## src/hdl/cnep_pkg.sv

```systemverilog
package cnep_pkg;

    // Width of the size fields that the block accepts; larger values are format errors.
    localparam int SIZE_BITS = 32;

    localparam int HEADER_LEN  = 110;
    localparam int MODE_AT     = 14;
    localparam int FSIZE_AT    = 54;
    localparam int NSIZE_AT    = 94;
    localparam int HEX_DIGITS  = 8;
    localparam int TYPE_SHIFT  = 12;
    localparam int TRAILER_LEN = 11;

    localparam int POS_W  = 7;
    localparam int WORD_W = 32;

    typedef enum logic [2:0] {
        K_HEADER = 3'd0,
        K_NAME   = 3'd1,
        K_DATA   = 3'd2,
        K_END    = 3'd3,
        K_ERROR  = 3'd4
    } kind_t;

    typedef struct packed {
        logic                valid;
        kind_t               kind;
        logic [7:0]          byte_value;
        logic [3:0]          file_type;
        logic [WORD_W-1:0]   entry_size;
        logic [WORD_W-1:0]   entry_name_length;
        logic                last_of_run;
    } result_t;

    typedef struct packed {
        logic       ok;
        logic [3:0] val;
    } hex_digit_t;

    function automatic hex_digit_t hex_decode(input logic [7:0] c);
        hex_digit_t h;
        h.ok  = 1'b1;
        h.val = 4'd0;
        if (c inside {[8'h30:8'h39]}) begin
            h.val = 4'(c - 8'h30);
        end
        else if (c inside {[8'h61:8'h66]}) begin
            h.val = 4'(c - 8'h57);
        end
        else if (c inside {[8'h41:8'h46]}) begin
            h.val = 4'(c - 8'h37);
        end
        else begin
            h.ok = 1'b0;
        end
        return h;
    endfunction

    // Characters of the end-of-archive name, including its terminating zero.
    function automatic logic [7:0] trailer_char(input logic [3:0] idx);
        logic [7:0] c;
        case (idx)
            4'd0:    c = 8'h54;
            4'd1:    c = 8'h52;
            4'd2:    c = 8'h41;
            4'd3:    c = 8'h49;
            4'd4:    c = 8'h4C;
            4'd5:    c = 8'h45;
            4'd6:    c = 8'h52;
            4'd7:    c = 8'h21;
            4'd8:    c = 8'h21;
            4'd9:    c = 8'h21;
            default: c = 8'h00;
        endcase
        return c;
    endfunction

endpackage

```

## src/hdl/cnep_in_reg.sv

```systemverilog
module cnep_in_reg (
    input  logic       clk,
    input  logic       rst_n,
    input  logic       s_tvalid,
    output logic       s_tready,
    input  logic [7:0] s_tdata,
    input  logic       advance,
    output logic       byte_valid,
    output logic [7:0] byte_data
);

    logic       valid_reg;
    logic [7:0] data_reg;

    // The register can take a new byte whenever it is empty or its current byte moves on this cycle.
    assign s_tready   = !valid_reg || advance;
    assign byte_valid = valid_reg;
    assign byte_data  = data_reg;

    always_ff @(posedge clk or negedge rst_n)
    begin
        if (!rst_n)
        begin
            valid_reg <= 1'b0;
        end
        else if (s_tvalid && s_tready)
        begin
            valid_reg <= 1'b1;
        end
        else if (advance)
        begin
            valid_reg <= 1'b0;
        end
    end

    always_ff @(posedge clk)
    begin
        if (s_tvalid && s_tready)
        begin
            data_reg <= s_tdata;
        end
    end

endmodule

```

## src/hdl/cnep_parser.sv

```systemverilog
module cnep_parser (
    input  logic             clk,
    input  logic             rst_n,
    input  logic             fire,
    input  logic [7:0]       in_byte,
    output cnep_pkg::result_t res
);
    import cnep_pkg::*;

    typedef enum logic [2:0] {
        PH_HEADER,
        PH_NAME,
        PH_NAME_PAD,
        PH_DATA,
        PH_DATA_PAD,
        PH_DONE,
        PH_ERROR
    } phase_t;

    typedef struct packed {
        phase_t            phase;
        logic [1:0]        pad;
        logic [WORD_W-1:0] rem;
    } move_t;

    phase_t             phase_reg, phase_next;
    logic [POS_W-1:0]   pos_reg, pos_next;
    logic [WORD_W-1:0]  acc_reg, acc_next;
    logic [3:0]         ftype_reg, ftype_next;
    logic [WORD_W-1:0]  dsize_reg, dsize_next;
    logic [WORD_W-1:0]  nsize_reg, nsize_next;
    logic [WORD_W-1:0]  rem_reg, rem_next;
    logic [1:0]         pad_reg, pad_next;
    logic               match_reg, match_next;

    function automatic move_t enter_data(input logic [WORD_W-1:0] ds, input logic [1:0] pad_in,
                                         input logic [WORD_W-1:0] rem_in);
        move_t m;
        logic [1:0] dpad;
        dpad  = 2'(2'd0 - ds[1:0]);
        m.pad = pad_in;
        m.rem = rem_in;
        if (ds != '0)
        begin
            m.phase = PH_DATA;
            m.rem   = ds;
        end
        else
        begin
            m.pad   = dpad;
            m.phase = (dpad != 2'd0) ? PH_DATA_PAD : PH_HEADER;
        end
        return m;
    endfunction

    function automatic move_t enter_name_pad(input logic [WORD_W-1:0] ns,
                                             input logic [WORD_W-1:0] ds,
                                             input logic [WORD_W-1:0] rem_in);
        move_t m;
        logic [1:0] npad;
        npad = 2'(2'd2 - ns[1:0]);
        if (npad != 2'd0)
        begin
            m.phase = PH_NAME_PAD;
            m.pad   = npad;
            m.rem   = rem_in;
        end
        else
        begin
            m = enter_data(ds, npad, rem_in);
        end
        return m;
    endfunction

    hex_digit_t        digit;
    logic              in_field;
    logic [POS_W-1:0]  field_start;
    logic [WORD_W-1:0] acc_step;
    logic [WORD_W-1:0] name_idx;
    logic [WORD_W-1:0] rem_dec;
    logic [1:0]        pad_dec;
    move_t             mv;

    assign digit    = hex_decode(in_byte);
    assign name_idx = nsize_reg - rem_reg;
    assign rem_dec  = rem_reg - WORD_W'(1);
    assign pad_dec  = pad_reg - 2'd1;

    always_comb
    begin
        in_field    = 1'b0;
        field_start = POS_W'(MODE_AT);
        if (pos_reg >= POS_W'(MODE_AT) && pos_reg < POS_W'(MODE_AT + HEX_DIGITS))
        begin
            in_field    = 1'b1;
            field_start = POS_W'(MODE_AT);
        end
        if (pos_reg >= POS_W'(FSIZE_AT) && pos_reg < POS_W'(FSIZE_AT + HEX_DIGITS))
        begin
            in_field    = 1'b1;
            field_start = POS_W'(FSIZE_AT);
        end
        if (pos_reg >= POS_W'(NSIZE_AT) && pos_reg < POS_W'(NSIZE_AT + HEX_DIGITS))
        begin
            in_field    = 1'b1;
            field_start = POS_W'(NSIZE_AT);
        end
        acc_step = (pos_reg == field_start) ? WORD_W'(digit.val)
                                            : {acc_reg[WORD_W-5:0], digit.val};
    end

    always_comb
    begin
        phase_next = phase_reg;
        pos_next   = pos_reg;
        acc_next   = acc_reg;
        ftype_next = ftype_reg;
        dsize_next = dsize_reg;
        nsize_next = nsize_reg;
        rem_next   = rem_reg;
        pad_next   = pad_reg;
        match_next = match_reg;
        mv         = '{phase: phase_reg, pad: pad_reg, rem: rem_reg};

        res = '0;
        res.kind = K_HEADER;

        case (phase_reg)
            PH_HEADER:
            begin
                if (in_field && !digit.ok)
                begin
                    phase_next = PH_ERROR;
                    res.valid  = 1'b1;
                    res.kind   = K_ERROR;
                end
                else
                begin
                    if (in_field)
                    begin
                        acc_next = acc_step;
                    end
                    if (in_field && pos_reg == field_start + POS_W'(HEX_DIGITS - 1)
                        && field_start != POS_W'(MODE_AT)
                        && (64'(acc_step) >> SIZE_BITS) != 64'd0)
                    begin
                        phase_next = PH_ERROR;
                        res.valid  = 1'b1;
                        res.kind   = K_ERROR;
                    end
                    else
                    begin
                        if (in_field && pos_reg == field_start + POS_W'(HEX_DIGITS - 1))
                        begin
                            if (field_start == POS_W'(MODE_AT))
                            begin
                                ftype_next = acc_step[TYPE_SHIFT+3:TYPE_SHIFT];
                            end
                            else if (field_start == POS_W'(FSIZE_AT))
                            begin
                                dsize_next = acc_step;
                            end
                            else
                            begin
                                nsize_next = acc_step;
                            end
                        end
                        if (pos_reg >= POS_W'(HEADER_LEN - 1))
                        begin
                            res.valid             = 1'b1;
                            res.kind              = K_HEADER;
                            res.file_type         = ftype_reg;
                            res.entry_size        = dsize_reg;
                            res.entry_name_length = nsize_reg;
                            match_next            = 1'b1;
                            pos_next              = '0;
                            if (nsize_reg != '0)
                            begin
                                mv = '{phase: PH_NAME, pad: pad_reg, rem: nsize_reg};
                            end
                            else
                            begin
                                mv = enter_name_pad(nsize_reg, dsize_reg, rem_reg);
                            end
                            phase_next = mv.phase;
                            pad_next   = mv.pad;
                            rem_next   = mv.rem;
                        end
                        else
                        begin
                            pos_next = pos_reg + POS_W'(1);
                        end
                    end
                end
            end

            PH_NAME:
            begin
                if (name_idx < WORD_W'(TRAILER_LEN) && in_byte != trailer_char(name_idx[3:0]))
                begin
                    match_next = 1'b0;
                end
                rem_next  = rem_dec;
                res.valid = 1'b1;
                if (rem_dec == '0 && match_next && nsize_reg >= WORD_W'(TRAILER_LEN))
                begin
                    phase_next = PH_DONE;
                    res.kind   = K_END;
                end
                else
                begin
                    res.kind       = K_NAME;
                    res.byte_value = in_byte;
                    if (rem_dec == '0)
                    begin
                        res.last_of_run = 1'b1;
                        mv = enter_name_pad(nsize_reg, dsize_reg, rem_dec);
                        phase_next = mv.phase;
                        pad_next   = mv.pad;
                        rem_next   = mv.rem;
                    end
                end
            end

            PH_NAME_PAD:
            begin
                pad_next = pad_dec;
                if (pad_dec == 2'd0)
                begin
                    mv = enter_data(dsize_reg, pad_dec, rem_reg);
                    phase_next = mv.phase;
                    pad_next   = mv.pad;
                    rem_next   = mv.rem;
                    pos_next   = '0;
                end
            end

            PH_DATA:
            begin
                res.valid      = 1'b1;
                res.kind       = K_DATA;
                res.byte_value = in_byte;
                rem_next       = rem_dec;
                if (rem_dec == '0)
                begin
                    res.last_of_run = 1'b1;
                    pad_next   = 2'(2'd0 - dsize_reg[1:0]);
                    phase_next = (pad_next != 2'd0) ? PH_DATA_PAD : PH_HEADER;
                    pos_next   = '0;
                end
            end

            PH_DATA_PAD:
            begin
                pad_next = pad_dec;
                if (pad_dec == 2'd0)
                begin
                    phase_next = PH_HEADER;
                    pos_next   = '0;
                end
            end

            default:
            begin
                // Done or error: every further byte is dropped.
            end
        endcase
    end

    always_ff @(posedge clk or negedge rst_n)
    begin
        if (!rst_n)
        begin
            phase_reg <= PH_HEADER;
            pos_reg   <= '0;
            acc_reg   <= '0;
            ftype_reg <= '0;
            dsize_reg <= '0;
            nsize_reg <= '0;
            rem_reg   <= '0;
            pad_reg   <= '0;
            match_reg <= 1'b1;
        end
        else if (fire)
        begin
            phase_reg <= phase_next;
            pos_reg   <= pos_next;
            acc_reg   <= acc_next;
            ftype_reg <= ftype_next;
            dsize_reg <= dsize_next;
            nsize_reg <= nsize_next;
            rem_reg   <= rem_next;
            pad_reg   <= pad_next;
            match_reg <= match_next;
        end
    end

endmodule

```

## src/hdl/cpio_newc_entry_parser.sv

```systemverilog
// Byte-serial parser for newc cpio archives.
// Input channel s_*: one archive byte per transfer in s_tdata.
// Output channel m_*: at most one result per input byte. m_tuser is the result
// kind (header, name byte, data byte, end of archive, format error), m_tlast
// marks the final byte of a name or data run, and m_tdata carries the byte and,
// on header results, the file type and the data and name sizes.
// Header bytes and padding bytes outside the results are consumed silently.
// Throughput: one byte per cycle unless the receiver stalls the output, set by a
// single pass of the parser logic between the input register and the output register.
// Each byte is held in the input register; its result is held in the output register behind m_tvalid.
// Reset empties both registers and returns the parser to the start of a header.
// After end of archive or a format error, bytes are accepted and dropped
// until the next reset.
// When the receiver holds m_tready low, the output register holds its result,
// the input register fills with one more byte, and then s_tready drops.
module cpio_newc_entry_parser (
    input  logic        clk,
    input  logic        rst_n,
    input  logic        s_tvalid,
    output logic        s_tready,
    input  logic [7:0]  s_tdata,   // archive_byte
    output logic        m_tvalid,
    input  logic        m_tready,
    output logic [79:0] m_tdata,   // byte_value, file_type, entry_size, entry_name_length, zeros
    output logic [2:0]  m_tuser,   // result_kind
    output logic        m_tlast    // last_of_run
);
    import cnep_pkg::*;

    logic       advance;
    logic       byte_valid;
    logic [7:0] byte_data;
    logic       fire;
    result_t    step_res;
    result_t    out_reg;
    result_t    out_next;

    assign advance = !out_reg.valid || m_tready;
    assign fire    = byte_valid && advance;

    cnep_in_reg u_in_reg (
        .clk       (clk),
        .rst_n     (rst_n),
        .s_tvalid  (s_tvalid),
        .s_tready  (s_tready),
        .s_tdata   (s_tdata),
        .advance   (advance),
        .byte_valid(byte_valid),
        .byte_data (byte_data)
    );

    cnep_parser u_parser (
        .clk    (clk),
        .rst_n  (rst_n),
        .fire   (fire),
        .in_byte(byte_data),
        .res    (step_res)
    );

    always_comb
    begin
        out_next       = step_res;
        out_next.valid = fire && step_res.valid;
    end

    always_ff @(posedge clk or negedge rst_n)
    begin
        if (!rst_n)
        begin
            out_reg <= '0;
        end
        else if (advance)
        begin
            out_reg <= out_next;
        end
    end

    assign m_tvalid = out_reg.valid;
    assign m_tuser  = out_reg.kind;
    assign m_tlast  = out_reg.last_of_run;
    assign m_tdata  = {4'd0, out_reg.entry_name_length, out_reg.entry_size,
                       out_reg.file_type, out_reg.byte_value};

endmodule

```

## config.mk

```make
export PLATFORM = sky130hd
export DESIGN_NAME = cpio_newc_entry_parser
export DESIGN_NICKNAME = d
export VERILOG_FILES = /design/src/hdl/cnep_pkg.sv /design/src/hdl/cnep_in_reg.sv /design/src/hdl/cnep_parser.sv /design/src/hdl/cpio_newc_entry_parser.sv
export SDC_FILE = /design/constraint.sdc
export NUM_CORES = 1
export LEC_CHECK = 0
export BUFFER_PORTS_ARGS = -buffer_cell sky130_fd_sc_hd__clkbuf_2
export CORE_ASPECT_RATIO = 1.25
export CORE_MARGIN = 10
export CORE_UTILIZATION = 50
export CTS_CLUSTER_SIZE = 8
export DETAILED_ROUTE_END_ITERATION = 10
export MAX_ROUTING_LAYER = met4
export PLACE_DENSITY = 0.66
export SYNTH_ARGS = -nofsm -noshare
export SYNTH_HDL_FRONTEND = slang
export SYNTH_SLANG_ARGS = --single-unit
```

## constraint.sdc

```tcl
create_clock -name clk -period 9.9 [get_ports clk]
set_clock_uncertainty 0.15 [all_clocks]
set_input_delay 1.98 -clock clk [delete_from_list [all_inputs] [get_ports clk]]
set_output_delay 1.98 -clock clk [all_outputs]
set_load 0.02 [all_outputs]
```

==> summary.md <==
| Metric | Value |
|---|---|
| RSZ-0062 raised after global routing | `no` |
| Final Util | `56.56%` |
| Worst EP arrival | `5.51 ns` |
| Ys async rst share | `96.54%` |
| Worst min path class | `flip-flop to flip-flop` |
| Post-Syn Area | `0.01451 sq mm` |
| Total setup buffers inserted after CTS | `0` |
| Cell variety after synth | `89` |
| Final min period | `5.209 ns` |
| Via/cell ratio | `6.608` |
| Type of the worst setup path | `flip-flop to flip-flop` |
| Sequential-to-total area share from yosys stat | `40.13%` |
| Fraction of layout cells with a size suffix above 1 | `11.51%` |
| DP HPWL | `35570 um` |
| IO Port Bufs | `93` |
| Cts repair resizes | `0` |
| Initial antenna violation count | `0` |
| Status | `finished, final reports clean` |
| Ys flop type | `dfrtp_1` |
| Number of core rows | `69` |
| Core area | `0.02849 sq mm` |
| Die Y | `210.5 um` |
| Least-Margin Pin Slew | `1.175 ns` |
| Remaining DRCs | `0` |
| DRT Pass-1 Iters | `7` |
| Final global-route overflow total | `0` |
| Die footprint | `0.03627 sq mm` |
| Max-slew violation count | `0` |
| Root Buffer | `clkbuf_16` |
| Clock Sinks | `231` |
| TNS Setup | `0 ns` |
| Tot GR Track Use | `28.21%` |
| Peak VDD IR | `0.1360 mV` |
| Worst slew margin | `21.47%` |
| Worst setup EP type | `flip-flop` |
| EDFF count, synth | `8` |
| Most common cell after layout, fill and taps aside | `dfrtp_1` |
| Starting DRT DRC Count | `1669` |
| WHS | `0.3241 ns` |
| Final Hold Viols | `0` |
| PwrDens | `268.5 mW/mm^2` |
| Leakage power | `0.007217 uW` |
| CTS H-tree depth | `2` |
| Clock slew at reported path FFs | `0.05 ns` |
| Largest net degree at the start of global routing | `92` |
| WL final | `49940 um` |
| Synth Register Bits | `231` |
| Area grow syn2layout | `11.06%` |
| Most frequent cells in the layout | `222 x dfrtp_1, 220 x nand2_1, 165 x o21ai_0` |
| Starting Density | `50.93%` |
| Worst EP required | `10.20 ns` |
| ANT cells | `0` |
| Routability cong. | `0.9599` |
| Clk Latency, worst-skew pair | `0.52 ns` |
| Routed via count | `13891` |
| Tcrit/Tclk final | `52.62%` |
| CTS max path bufs | `3` |
| Synth Instances | `1702` |
| Final setup viols | `0` |
| Synth Warn # | `0` |
| Fmax | `192.0 MHz` |
| WL/cell | `23.76 um` |
| Die width | `172.4 um` |
| Nets | `1793` |
| Worst-path fanout max | `27` |
| First-pass GRT wire length | `78340 um` |
| Number of global-route vias before repair | `13472` |
| Average cell area after synthesis | `8.525 sq um` |
| Max reg flops | `76` |
| CTS Buf Count | `35` |
| IO Count | `98` |
| Antenna viol nets, final | `0` |
| # Max-Cap Violations | `0` |
| CTS tree | `done` |
| Number of buffers inserted by hold repair at cts | `0` |
| Startpoint types | `flip-flop` |
## metrics by stage
step                power [uW]  area, sq um  cells  worst slack (ns)
finish                    4326        16110   2102             4.691
global route              4570        16110   2102             4.467
CTS                       4292        16110   2102             4.784
detailed placement        3183        15130   2052             4.807
global placement          3171        15130   2052             4.815
floorplan                 2634        14520   1705             5.039
## path summary, 6_finish.rpt
check / start / end / slack, ns / cells after the start
worst max-delay path: u_parser.rem_reg[4] / u_parser.rem_reg[21] / 4.69 / 14
worst min-delay path: m_tuser[1] / m_tuser[1] / 0.32 / 1
worst max register to register: u_parser.rem_reg[4] / u_parser.rem_reg[21] / 4.69 / 14
worst min register to register: m_tuser[1] / m_tuser[1] / 0.32 / 1
max in group asynchronous: rst_n / m_tdata[69] / 6.76 / 2
min in group asynchronous: rst_n / u_parser.pos_reg[1] / 1.32 / 1
## synth_stat cells (8+ instances only)
cell type,n,area (sq um)
ha_1,46,575.6
mux2_2,10,112.6
nand3_1,40,200.2
a21o_1,41,307.8
o21a_1,14,105.1
a211oi_1,13,97.59
or4_1,11,82.58
buf_2,12,60.06
a221o_1,10,100.1
a22o_1,78,683.2
o211ai_1,28,210.2
nor3_1,48,240.2
a21oi_1,145,725.7
a31oi_1,10,62.56
xnor2_1,34,297.8
or3_1,11,68.82
o21ai_0,165,825.8
inv_1,58,217.7
clkbuf_1,97,364.1
a22oi_1,8,60.06
or2_2,8,50.05
nor2b_1,13,81.33
nand2b_1,15,93.84
mux2i_1,8,80.08
nand2_1,220,825.8
nor2_1,109,409.1
nor4_1,32,200.2
dfrtp_1,222,5555
o221ai_1,11,96.34
edfxtp_1,8,240.2
and2_1,8,50.05
nand4_1,32,200.2
## routing by layer
layer / vias to the layer above / routed length [um] / track usage (%)
li1: 6328 / - / -
met1: 6755 / 21060 / 37.40
met2: 654 / 22860 / 42.51
met3: 154 / 3932 / 4.170
met4: 0 / 2085 / 11.38
met5: - / 0 / -
## area by class of cell
class	count	area, sq um
fillers	2593	12380
multi-input cells	1293	8006
flip-flops and latches	231	5822
clock buffers	46	917.1
repair buffers	114	633.1
well taps	355	444.2
inverters	59	221.5
clock inverters	4	70.07
## cells by family (layout without fill, tap and decap cells)
family | after synthesis | after routing | synth area share [%]
AO/OA/AOI/OAI | 595 | 595 | 26.88
AND/OR/NAND/NOR | 588 | 588 | 20.07
flip-flops | 231 | 231 | 40.13
buffers and inverters | 181 | 223 | 4.993
adder cells (fa/ha/maj) | 47 | 47 | 4.105
XOR/XNOR | 41 | 41 | 2.475
multiplexers | 18 | 18 | 1.328
other | 1 | 4 | 0.02585
## power by group
part           switching (uW)  leakage [uW]  internal, uW  total, uW
sequential                150       0.00312          1050       1200
clock                     425      0.000472           669       1090
combinational            1330       0.00363           697       2030
## worst max-delay path, cell delays in order, from the launching register on
cell and delay (ns):
dfrtp_1 0.55, inv_1 0.14, ha_1 0.41, and2_1 0.22, a221oi_2 0.45, a211o_1 0.30, a21oi_1 0.18, or4_1 0.50
a22oi_1 0.33, nand4_1 0.20, nor4_4 0.67, nor2_1 0.35, nor2_2 0.17, buf_4 0.33, a21o_1 0.18
(Power assumes the default switching activity.)
